## config.mk

```make
export PLATFORM = sky130hd
export DESIGN_NAME = codepage_to_utf8_transcoder
export DESIGN_NICKNAME = d
export VERILOG_FILES = /design/src/rtl/core/cpu8_pkg.sv /design/src/rtl/core/cpu8_serializer.sv /design/src/rtl/core/codepage_to_utf8_transcoder.sv
export SDC_FILE = /design/constraint.sdc
export NUM_CORES = 1
export LEC_CHECK = 0
export ABC_AREA = 1
export BUFFER_PORTS_ARGS = -buffer_cell sky130_fd_sc_hd__buf_2
export CORE_MARGIN = 3
export CORE_UTILIZATION = 60
export DETAILED_ROUTE_END_ITERATION = 16
export GPL_TIMING_DRIVEN = 0
export PLACE_DENSITY = 0.89
export RECOVER_POWER = 50
export SLEW_MARGIN = 20
export SYNTH_ARGS = -nofsm -noshare
export SYNTH_HDL_FRONTEND = slang
export SYNTH_SLANG_ARGS = --single-unit
```

## constraint.sdc

```tcl
create_clock -name i_clk -period 5.65 [get_ports i_clk]
set_input_delay 1.13 -clock i_clk [delete_from_list [all_inputs] [get_ports i_clk]]
set_output_delay 1.13 -clock i_clk [all_outputs]
set_load 0.02 [all_outputs]
```

## src/rtl/core/cpu8_pkg.sv

```systemverilog
package cpu8_pkg;

    localparam int unsigned ByteW = 8;
    localparam int unsigned CpW   = 16;

    typedef logic [CpW-1:0] t_cp;

    // encoded character: up to three bytes, lead byte first, plus count
    typedef struct packed {
        logic [ByteW-1:0] b0;
        logic [ByteW-1:0] b1;
        logic [ByteW-1:0] b2;
        logic [1:0]       cnt;   // 0 means no output
    } t_enc;

    localparam logic [1:0] CntNone  = 2'd0;
    localparam logic [1:0] CntOne   = 2'd1;
    localparam logic [1:0] CntTwo   = 2'd2;
    localparam logic [1:0] CntThree = 2'd3;

    function automatic t_cp cp437_lookup(input logic [7:0] b);
        t_cp r;
        begin
            r = {8'h00, b};
            case (b)
                8'h00: r = 16'h0000; 8'h01: r = 16'h263A; 8'h02: r = 16'h263B;
                8'h03: r = 16'h2665; 8'h04: r = 16'h2666; 8'h05: r = 16'h2663;
                8'h06: r = 16'h2660; 8'h07: r = 16'h2022; 8'h08: r = 16'h25D8;
                8'h09: r = 16'h25CB; 8'h0A: r = 16'h25D9; 8'h0B: r = 16'h2642;
                8'h0C: r = 16'h2640; 8'h0D: r = 16'h266A; 8'h0E: r = 16'h266B;
                8'h0F: r = 16'h263C; 8'h10: r = 16'h25BA; 8'h11: r = 16'h25C4;
                8'h12: r = 16'h2195; 8'h13: r = 16'h203C; 8'h14: r = 16'h00B6;
                8'h15: r = 16'h00A7; 8'h16: r = 16'h25AC; 8'h17: r = 16'h21A8;
                8'h18: r = 16'h2191; 8'h19: r = 16'h2193; 8'h1A: r = 16'h2192;
                8'h1B: r = 16'h2190; 8'h1C: r = 16'h221F; 8'h1D: r = 16'h2194;
                8'h1E: r = 16'h25B2; 8'h1F: r = 16'h25BC; 8'h7F: r = 16'h2302;
                8'h80: r = 16'h00C7; 8'h81: r = 16'h00FC; 8'h82: r = 16'h00E9;
                8'h83: r = 16'h00E2; 8'h84: r = 16'h00E4; 8'h85: r = 16'h00E0;
                8'h86: r = 16'h00E5; 8'h87: r = 16'h00E7; 8'h88: r = 16'h00EA;
                8'h89: r = 16'h00EB; 8'h8A: r = 16'h00E8; 8'h8B: r = 16'h00EF;
                8'h8C: r = 16'h00EE; 8'h8D: r = 16'h00EC; 8'h8E: r = 16'h00C4;
                8'h8F: r = 16'h00C5; 8'h90: r = 16'h00C9; 8'h91: r = 16'h00E6;
                8'h92: r = 16'h00C6; 8'h93: r = 16'h00F4; 8'h94: r = 16'h00F6;
                8'h95: r = 16'h00F2; 8'h96: r = 16'h00FB; 8'h97: r = 16'h00F9;
                8'h98: r = 16'h00FF; 8'h99: r = 16'h00D6; 8'h9A: r = 16'h00DC;
                8'h9B: r = 16'h00A2; 8'h9C: r = 16'h00A3; 8'h9D: r = 16'h00A5;
                8'h9E: r = 16'h20A7; 8'h9F: r = 16'h0192; 8'hA0: r = 16'h00E1;
                8'hA1: r = 16'h00ED; 8'hA2: r = 16'h00F3; 8'hA3: r = 16'h00FA;
                8'hA4: r = 16'h00F1; 8'hA5: r = 16'h00D1; 8'hA6: r = 16'h00AA;
                8'hA7: r = 16'h00BA; 8'hA8: r = 16'h00BF; 8'hA9: r = 16'h2310;
                8'hAA: r = 16'h00AC; 8'hAB: r = 16'h00BD; 8'hAC: r = 16'h00BC;
                8'hAD: r = 16'h00A1; 8'hAE: r = 16'h00AB; 8'hAF: r = 16'h00BB;
                8'hB0: r = 16'h2591; 8'hB1: r = 16'h2592; 8'hB2: r = 16'h2593;
                8'hB3: r = 16'h2502; 8'hB4: r = 16'h2524; 8'hB5: r = 16'h2561;
                8'hB6: r = 16'h2562; 8'hB7: r = 16'h2556; 8'hB8: r = 16'h2555;
                8'hB9: r = 16'h2563; 8'hBA: r = 16'h2551; 8'hBB: r = 16'h2557;
                8'hBC: r = 16'h255D; 8'hBD: r = 16'h255C; 8'hBE: r = 16'h255B;
                8'hBF: r = 16'h2510; 8'hC0: r = 16'h2514; 8'hC1: r = 16'h2534;
                8'hC2: r = 16'h252C; 8'hC3: r = 16'h251C; 8'hC4: r = 16'h2500;
                8'hC5: r = 16'h253C; 8'hC6: r = 16'h255E; 8'hC7: r = 16'h255F;
                8'hC8: r = 16'h255A; 8'hC9: r = 16'h2554; 8'hCA: r = 16'h2569;
                8'hCB: r = 16'h2566; 8'hCC: r = 16'h2560; 8'hCD: r = 16'h2550;
                8'hCE: r = 16'h256C; 8'hCF: r = 16'h2567; 8'hD0: r = 16'h2568;
                8'hD1: r = 16'h2564; 8'hD2: r = 16'h2565; 8'hD3: r = 16'h2559;
                8'hD4: r = 16'h2558; 8'hD5: r = 16'h2552; 8'hD6: r = 16'h2553;
                8'hD7: r = 16'h256B; 8'hD8: r = 16'h256A; 8'hD9: r = 16'h2518;
                8'hDA: r = 16'h250C; 8'hDB: r = 16'h2588; 8'hDC: r = 16'h2584;
                8'hDD: r = 16'h258C; 8'hDE: r = 16'h2590; 8'hDF: r = 16'h2580;
                8'hE0: r = 16'h03B1; 8'hE1: r = 16'h00DF; 8'hE2: r = 16'h0393;
                8'hE3: r = 16'h03C0; 8'hE4: r = 16'h03A3; 8'hE5: r = 16'h03C3;
                8'hE6: r = 16'h00B5; 8'hE7: r = 16'h03C4; 8'hE8: r = 16'h03A6;
                8'hE9: r = 16'h0398; 8'hEA: r = 16'h03A9; 8'hEB: r = 16'h03B4;
                8'hEC: r = 16'h221E; 8'hED: r = 16'h03C6; 8'hEE: r = 16'h03B5;
                8'hEF: r = 16'h2229; 8'hF0: r = 16'h2261; 8'hF1: r = 16'h00B1;
                8'hF2: r = 16'h2265; 8'hF3: r = 16'h2264; 8'hF4: r = 16'h2320;
                8'hF5: r = 16'h2321; 8'hF6: r = 16'h00F7; 8'hF7: r = 16'h2248;
                8'hF8: r = 16'h00B0; 8'hF9: r = 16'h2219; 8'hFA: r = 16'h00B7;
                8'hFB: r = 16'h221A; 8'hFC: r = 16'h207F; 8'hFD: r = 16'h00B2;
                8'hFE: r = 16'h25A0; 8'hFF: r = 16'h00A0;
                default: r = {8'h00, b};
            endcase
            return r;
        end
    endfunction

    // overlay for code page 850, hit flags positions that differ
    function automatic logic [16:0] cp850_patch(input logic [7:0] b);
        logic [16:0] r;
        begin
            r = '0;
            case (b)
                8'h9B: r = {1'b1, 16'h00F8}; 8'h9D: r = {1'b1, 16'h00D8};
                8'h9E: r = {1'b1, 16'h00D7}; 8'hA9: r = {1'b1, 16'h00AE};
                8'hB5: r = {1'b1, 16'h00C1}; 8'hB6: r = {1'b1, 16'h00C2};
                8'hB7: r = {1'b1, 16'h00C0}; 8'hB8: r = {1'b1, 16'h00A9};
                8'hBD: r = {1'b1, 16'h00A2}; 8'hBE: r = {1'b1, 16'h00A5};
                8'hC6: r = {1'b1, 16'h00E3}; 8'hC7: r = {1'b1, 16'h00C3};
                8'hCF: r = {1'b1, 16'h00A4}; 8'hD0: r = {1'b1, 16'h00F0};
                8'hD1: r = {1'b1, 16'h00D0}; 8'hD2: r = {1'b1, 16'h00CA};
                8'hD3: r = {1'b1, 16'h00CB}; 8'hD4: r = {1'b1, 16'h00C8};
                8'hD5: r = {1'b1, 16'h0131}; 8'hD6: r = {1'b1, 16'h00CD};
                8'hD7: r = {1'b1, 16'h00CE}; 8'hD8: r = {1'b1, 16'h00CF};
                8'hDD: r = {1'b1, 16'h00A6}; 8'hDE: r = {1'b1, 16'h00CC};
                8'hE0: r = {1'b1, 16'h00D3}; 8'hE2: r = {1'b1, 16'h00D4};
                8'hE3: r = {1'b1, 16'h00D2}; 8'hE4: r = {1'b1, 16'h00F5};
                8'hE5: r = {1'b1, 16'h00D5}; 8'hE7: r = {1'b1, 16'h00FE};
                8'hE8: r = {1'b1, 16'h00DE}; 8'hE9: r = {1'b1, 16'h00DA};
                8'hEA: r = {1'b1, 16'h00DB}; 8'hEB: r = {1'b1, 16'h00D9};
                8'hEC: r = {1'b1, 16'h00FD}; 8'hED: r = {1'b1, 16'h00DD};
                8'hEE: r = {1'b1, 16'h00AF}; 8'hEF: r = {1'b1, 16'h00B4};
                8'hF0: r = {1'b1, 16'h00AD}; 8'hF2: r = {1'b1, 16'h2017};
                8'hF3: r = {1'b1, 16'h00BE}; 8'hF4: r = {1'b1, 16'h00B6};
                8'hF5: r = {1'b1, 16'h00A7}; 8'hF7: r = {1'b1, 16'h00B8};
                8'hF9: r = {1'b1, 16'h00A8}; 8'hFB: r = {1'b1, 16'h00B9};
                8'hFC: r = {1'b1, 16'h00B3};
                default: r = '0;
            endcase
            return r;
        end
    endfunction

endpackage

```

## src/rtl/core/cpu8_serializer.sv

```systemverilog
module cpu8_serializer (
    input  logic            i_clk,
    input  logic            i_rst_n,
    input  logic            i_valid,
    output logic            o_ready,
    input  cpu8_pkg::t_enc  i_enc,
    output logic            o_valid,
    input  logic            i_ready,
    output logic [7:0]      o_byte,
    output logic            o_last
);
    import cpu8_pkg::*;

    logic       r_busy, n_busy;
    t_enc       r_enc, n_enc;
    logic [1:0] r_idx, n_idx;
    logic [7:0] r_byte, n_byte;
    logic       r_last, n_last;
    logic       r_ov, n_ov;
    logic       take_out, load, step_ok;

    assign take_out = r_ov && i_ready;
    // output register may load when empty or being drained
    assign step_ok  = !r_ov || i_ready;
    // accept a new char when nothing pending or the last byte is moving now
    assign o_ready  = !r_busy || (step_ok && (r_idx == r_enc.cnt - 2'd1));
    assign load     = i_valid && o_ready;

    always_comb begin
        n_busy = r_busy;
        n_enc  = r_enc;
        n_idx  = r_idx;
        n_byte = r_byte;
        n_last = r_last;
        n_ov   = r_ov && !take_out;
        if (r_busy && step_ok) begin
            case (r_idx)
                2'd0:    n_byte = r_enc.b0;
                2'd1:    n_byte = r_enc.b1;
                default: n_byte = r_enc.b2;
            endcase
            n_last = (r_idx == r_enc.cnt - 2'd1);
            n_ov   = 1'b1;
            n_idx  = r_idx + 2'd1;
            if (n_last) begin
                n_busy = 1'b0;
            end
        end
        if (load && i_enc.cnt != CntNone) begin
            n_busy = 1'b1;
            n_enc  = i_enc;
            n_idx  = 2'd0;
        end
    end

    always_ff @(posedge i_clk) begin
        if (!i_rst_n) begin
            r_busy <= 1'b0;
            r_ov   <= 1'b0;
            r_idx  <= 2'd0;
        end else begin
            r_busy <= n_busy;
            r_ov   <= n_ov;
            r_idx  <= n_idx;
        end
        r_enc  <= n_enc;
        r_byte <= n_byte;
        r_last <= n_last;
    end

    assign o_valid = r_ov;
    assign o_byte  = r_byte;
    assign o_last  = r_last;
endmodule

```

## src/rtl/core/codepage_to_utf8_transcoder.sv

```systemverilog
// Maps one DOS byte per item through code page 437 (or 437 with the 850
// overlay when the mode register is 1) and emits its UTF-8 encoding one byte
// per item on the master side, tlast on the final byte; byte 0x00 emits
// nothing, and bytes 0x07 to 0x0D and 0x1B pass as themselves. A three-stage
// pipeline (table lookup, encode, byte serializer) takes a new byte every
// cycle while the sink is ready and each character is one UTF-8 byte; the
// serializer's one-byte-per-cycle output holds input back on longer ones.
module codepage_to_utf8_transcoder (
    input  logic       i_clk,
    input  logic       i_rst_n,
    input  logic       s_axis_tvalid,
    output logic       s_axis_tready,
    input  logic [7:0] s_axis_tdata,   // source_byte
    output logic       m_axis_tvalid,
    input  logic       m_axis_tready,
    output logic [7:0] m_axis_tdata,   // utf8_byte
    output logic       m_axis_tlast,   // last_of_char
    input  logic       cfg_valid,
    output logic       cfg_ready,
    input  logic [0:0] cfg_data        // code_page_select
);
    import cpu8_pkg::*;

    logic r_sel;
    logic r_v1, r_v2;
    t_cp  r_cp;
    t_enc r_enc;
    t_cp  n_cp;
    t_enc n_enc;
    logic adv1, adv2, ser_ready;
    logic [16:0] patch;

    assign cfg_ready = 1'b1;

    // stage 2 advances into serializer; stage 1 into stage 2
    assign adv2 = !r_v2 || ser_ready;
    assign adv1 = !r_v1 || adv2;
    assign s_axis_tready = adv1;

    always_comb begin
        patch = cp850_patch(s_axis_tdata);
        n_cp  = cp437_lookup(s_axis_tdata);
        if (r_sel && patch[16]) begin
            n_cp = patch[15:0];
        end
        if ((s_axis_tdata >= 8'h07 && s_axis_tdata <= 8'h0D) || s_axis_tdata == 8'h1B) begin
            n_cp = {8'h00, s_axis_tdata};
        end
    end

    always_comb begin
        n_enc = '0;
        if (r_cp == 16'h0000) begin
            n_enc.cnt = CntNone;
        end else if (r_cp <= 16'h007F) begin
            n_enc.cnt = CntOne;
            n_enc.b0  = {1'b0, r_cp[6:0]};
        end else if (r_cp <= 16'h07FF) begin
            n_enc.cnt = CntTwo;
            n_enc.b0  = {3'b110, r_cp[10:6]};
            n_enc.b1  = {2'b10, r_cp[5:0]};
        end else begin
            n_enc.cnt = CntThree;
            n_enc.b0  = {4'b1110, r_cp[15:12]};
            n_enc.b1  = {2'b10, r_cp[11:6]};
            n_enc.b2  = {2'b10, r_cp[5:0]};
        end
    end

    always_ff @(posedge i_clk) begin
        if (!i_rst_n) begin
            r_sel <= 1'b0;
            r_v1  <= 1'b0;
            r_v2  <= 1'b0;
        end else begin
            if (cfg_valid) begin
                r_sel <= cfg_data[0];
            end
            if (adv1) begin
                r_v1 <= s_axis_tvalid;
            end
            if (adv2) begin
                r_v2 <= r_v1;
            end
        end
        if (adv1) begin
            r_cp <= n_cp;
        end
        if (adv2) begin
            r_enc <= n_enc;
        end
    end

    cpu8_serializer u_ser (
        .i_clk   (i_clk),
        .i_rst_n (i_rst_n),
        .i_valid (r_v2),
        .o_ready (ser_ready),
        .i_enc   (r_enc),
        .o_valid (m_axis_tvalid),
        .i_ready (m_axis_tready),
        .o_byte  (m_axis_tdata),
        .o_last  (m_axis_tlast)
    );
endmodule

```

==> metrics.txt <==
status finished clean; ys flop type edfxtp_1; Post-Layout Cell Count 1130; initial DRC count 1365; Seq/Total Area, Yosys 34.37%; layout cells sized above 1 10.83%; final period utilization 62.13%; CTS sink count 72; # nets final 1009; Wirelength per Cell 23.20 um; DRC 0; clock latency on the worst-skew pair 350 ps; relative slew slack 38.90%; FF-to-FF End u_ser.r_enc[13]; Setup Total Neg Slack 0 ps; CTS Buf Count 9; R2R Setup Slk 3360 ps; max_cap viols 0; root buffer cell clkbuf_8; Tightest Pin Transition 909.5 ps; global-route wire length before repair 39500 um; worst reg2reg path startpoint u_ser.r_idx[0]; RSZ-0062 raised after global routing no; hold path depth 0; final wirelength 26210 um; clock skew 6.616 ps; CP Data Arrival Time 2380 ps; maximum clock path buffer count 2; vias in the first global route 6974; Pre-antenna DRT Iters 7; Detail Route Antenna Nets 0; Worst Path Max Fanout 14; initial antenna violation count 0; Worst Path Required 4520 ps; HP Class flop to flop; Die H 106.7 um; Hold Startpoint r_enc[11]; num rows 36; clock slew at reported path FFs 70 ps; number of H-tree levels 3; library cells used by synthesis 42; FMAX 284.9 MHz; gr usage total 47.25%; CP Class primary input to output pin; CTS tree done; Final Hold Fails 0; post-CTS sizing 0; Startpoint Class primary input; Vias 7360; Power Density 219.3 nW/um2; LEAKAGE 0.003588 uW; Yosys reg bits 72; number of enable flip-flop cells after synthesis 65; Synth Net Count 975; Syn Inst Count 959; pin count of the biggest net entering global routing 23; crit path capture type output pin; Final Max Slew Viols 0; I/O pins 26; WHS Endpoint u_ser.r_enc[11]; GPL Wtd Cong 1.209; synthesized area per cell 6.347 um2; initial core utilization 61.99%; via-per-instance ratio 6.513; Post-CTS Setup Inserts 0; R2R cell count 8; CTS Hold Bufs 0; final setup fails 0; die width 106.7 um; global route overflow 0; Post-synth ARST share 0%; DP Cell Count 1115; Mapped Area 6087 um2; Area Growth Syn to Fin 7.934%; worst vdd ir 0.0001567 V; Tmin final 3511 ps; core area 9819 um2; n_diodes 0; commonest cells after routing, fill and taps aside 328 x nand2_1, 177 x nor2_1, 79 x inv_1; die area 11390 um2; Detail Placement HPWL 18910 um; YS warnings 0; Port Buffer Count 22; commonest non-fill, non-tap cell in the layout nand2_1
[synthesized netlist by cell type, drive strengths merged, types with 2 or more instances]
| cell type | number | area [um2] |
|---|---|---|
| o22ai | 6 | 37.54 |
| nand2 | 349 | 1406 |
| ha | 2 | 25.02 |
| nand4 | 26 | 162.7 |
| nor2 | 200 | 848.3 |
| nor3 | 17 | 85.08 |
| buf | 17 | 108.9 |
| inv | 91 | 346.6 |
| edfxtp | 65 | 1952 |
| nand3 | 68 | 357.8 |
| o21ai | 49 | 245.2 |
| o211ai | 4 | 30.03 |
| o2111ai | 2 | 17.52 |
| clkbuf | 9 | 33.78 |
| dfxtp | 7 | 140.1 |
| a22oi | 7 | 52.55 |
| a31oi | 2 | 18.77 |
| nand3b | 3 | 22.52 |
| a21oi | 26 | 130.1 |
[power by group]
part           leakage (uW)  internal (uW)  switching (uW)
Sequential         0.000725            673            28.9
Clock              0.000103            245             178
Combinational       0.00276           83.3             233
[through the flow]
step	setup WS (ps)	cell area, um2	hold WS, ps	total power (uW)	utilization (%)
final	2139	6570	423.1	1441	66.91
after global placement	2080	6364	401.0	985.6	64.81
after floorplan	2651	6087	400.3	899.1	-
after global routing	2008	6570	433.6	1492	66.91
after CTS	2143	6579	423.7	1420	67.00
after detailed placement	2102	6377	407.1	1001	64.95
[layout make-up]
cell class              instances  area [um2]
inverters                      91       346.6
plain buffers                  26       142.6
repair buffers                 23       115.1
fillers                       939        3249
flip-flops and latches         72        2092
well taps                     133       166.4
multi-input cells             770        3506
clock buffers                  11       131.4
clock inverters                 4       70.07
[flip-flops by register name, summed over array words and instances, names as in the netlist, 2 cells and up]
name          cells
r_enc            22
u_ser.o_byte      8
u_ser.r_idx       2
u_ser.r_enc      22
r_cp             12
[worst max-delay path, stage by stage]
cell and delay (ps):
buf_2 100, inv_1 40, nand2_1 80, nand2_1 80, nand2_1 70, nor2_1 160, nand2_1 400, buf_2 320
[per-layer routing]
metal / vias to the layer above / GRT usage (%) / routed length [um]
li1: 3204 / - / -
met1: 3104 / 52.65 / 8163
met2: 782 / 71.63 / 10980
met3: 270 / 18.00 / 4187
met4: 0 / 38.54 / 2880
met5: - / 0 / 0
[cells by family after synthesis]
| kind of cell | count (synthesis) | share of synthesized area, % |
|---|---|---|
| buffers and inverters | 117 | 8.037 |
| DFF | 72 | 34.37 |
| AOI/OAI and AO/OA | 98 | 9.003 |
| xor gates and xnor gates | 1 | 0.1439 |
| adders and majority gates | 2 | 0.4110 |
| other | 1 | 0.06161 |
| and+or+nand+nor | 667 | 47.79 |
| muxes | 1 | 0.1850 |
[worst max path at each step]
stage	from	cells after the start	to	slack, ps
final	m_axis_tready	8	s_axis_tready	2140
after detailed placement	s_axis_tdata[3]	15	r_cp[5]	2100
after CTS	m_axis_tready	8	s_axis_tready	2140
after floorplan	m_axis_tready	6	s_axis_tready	2650
after global placement	s_axis_tdata[3]	15	r_cp[1]	2080
after global routing	u_ser.r_idx[0]	8	s_axis_tready	2010
(Power assumes the default switching activity.)
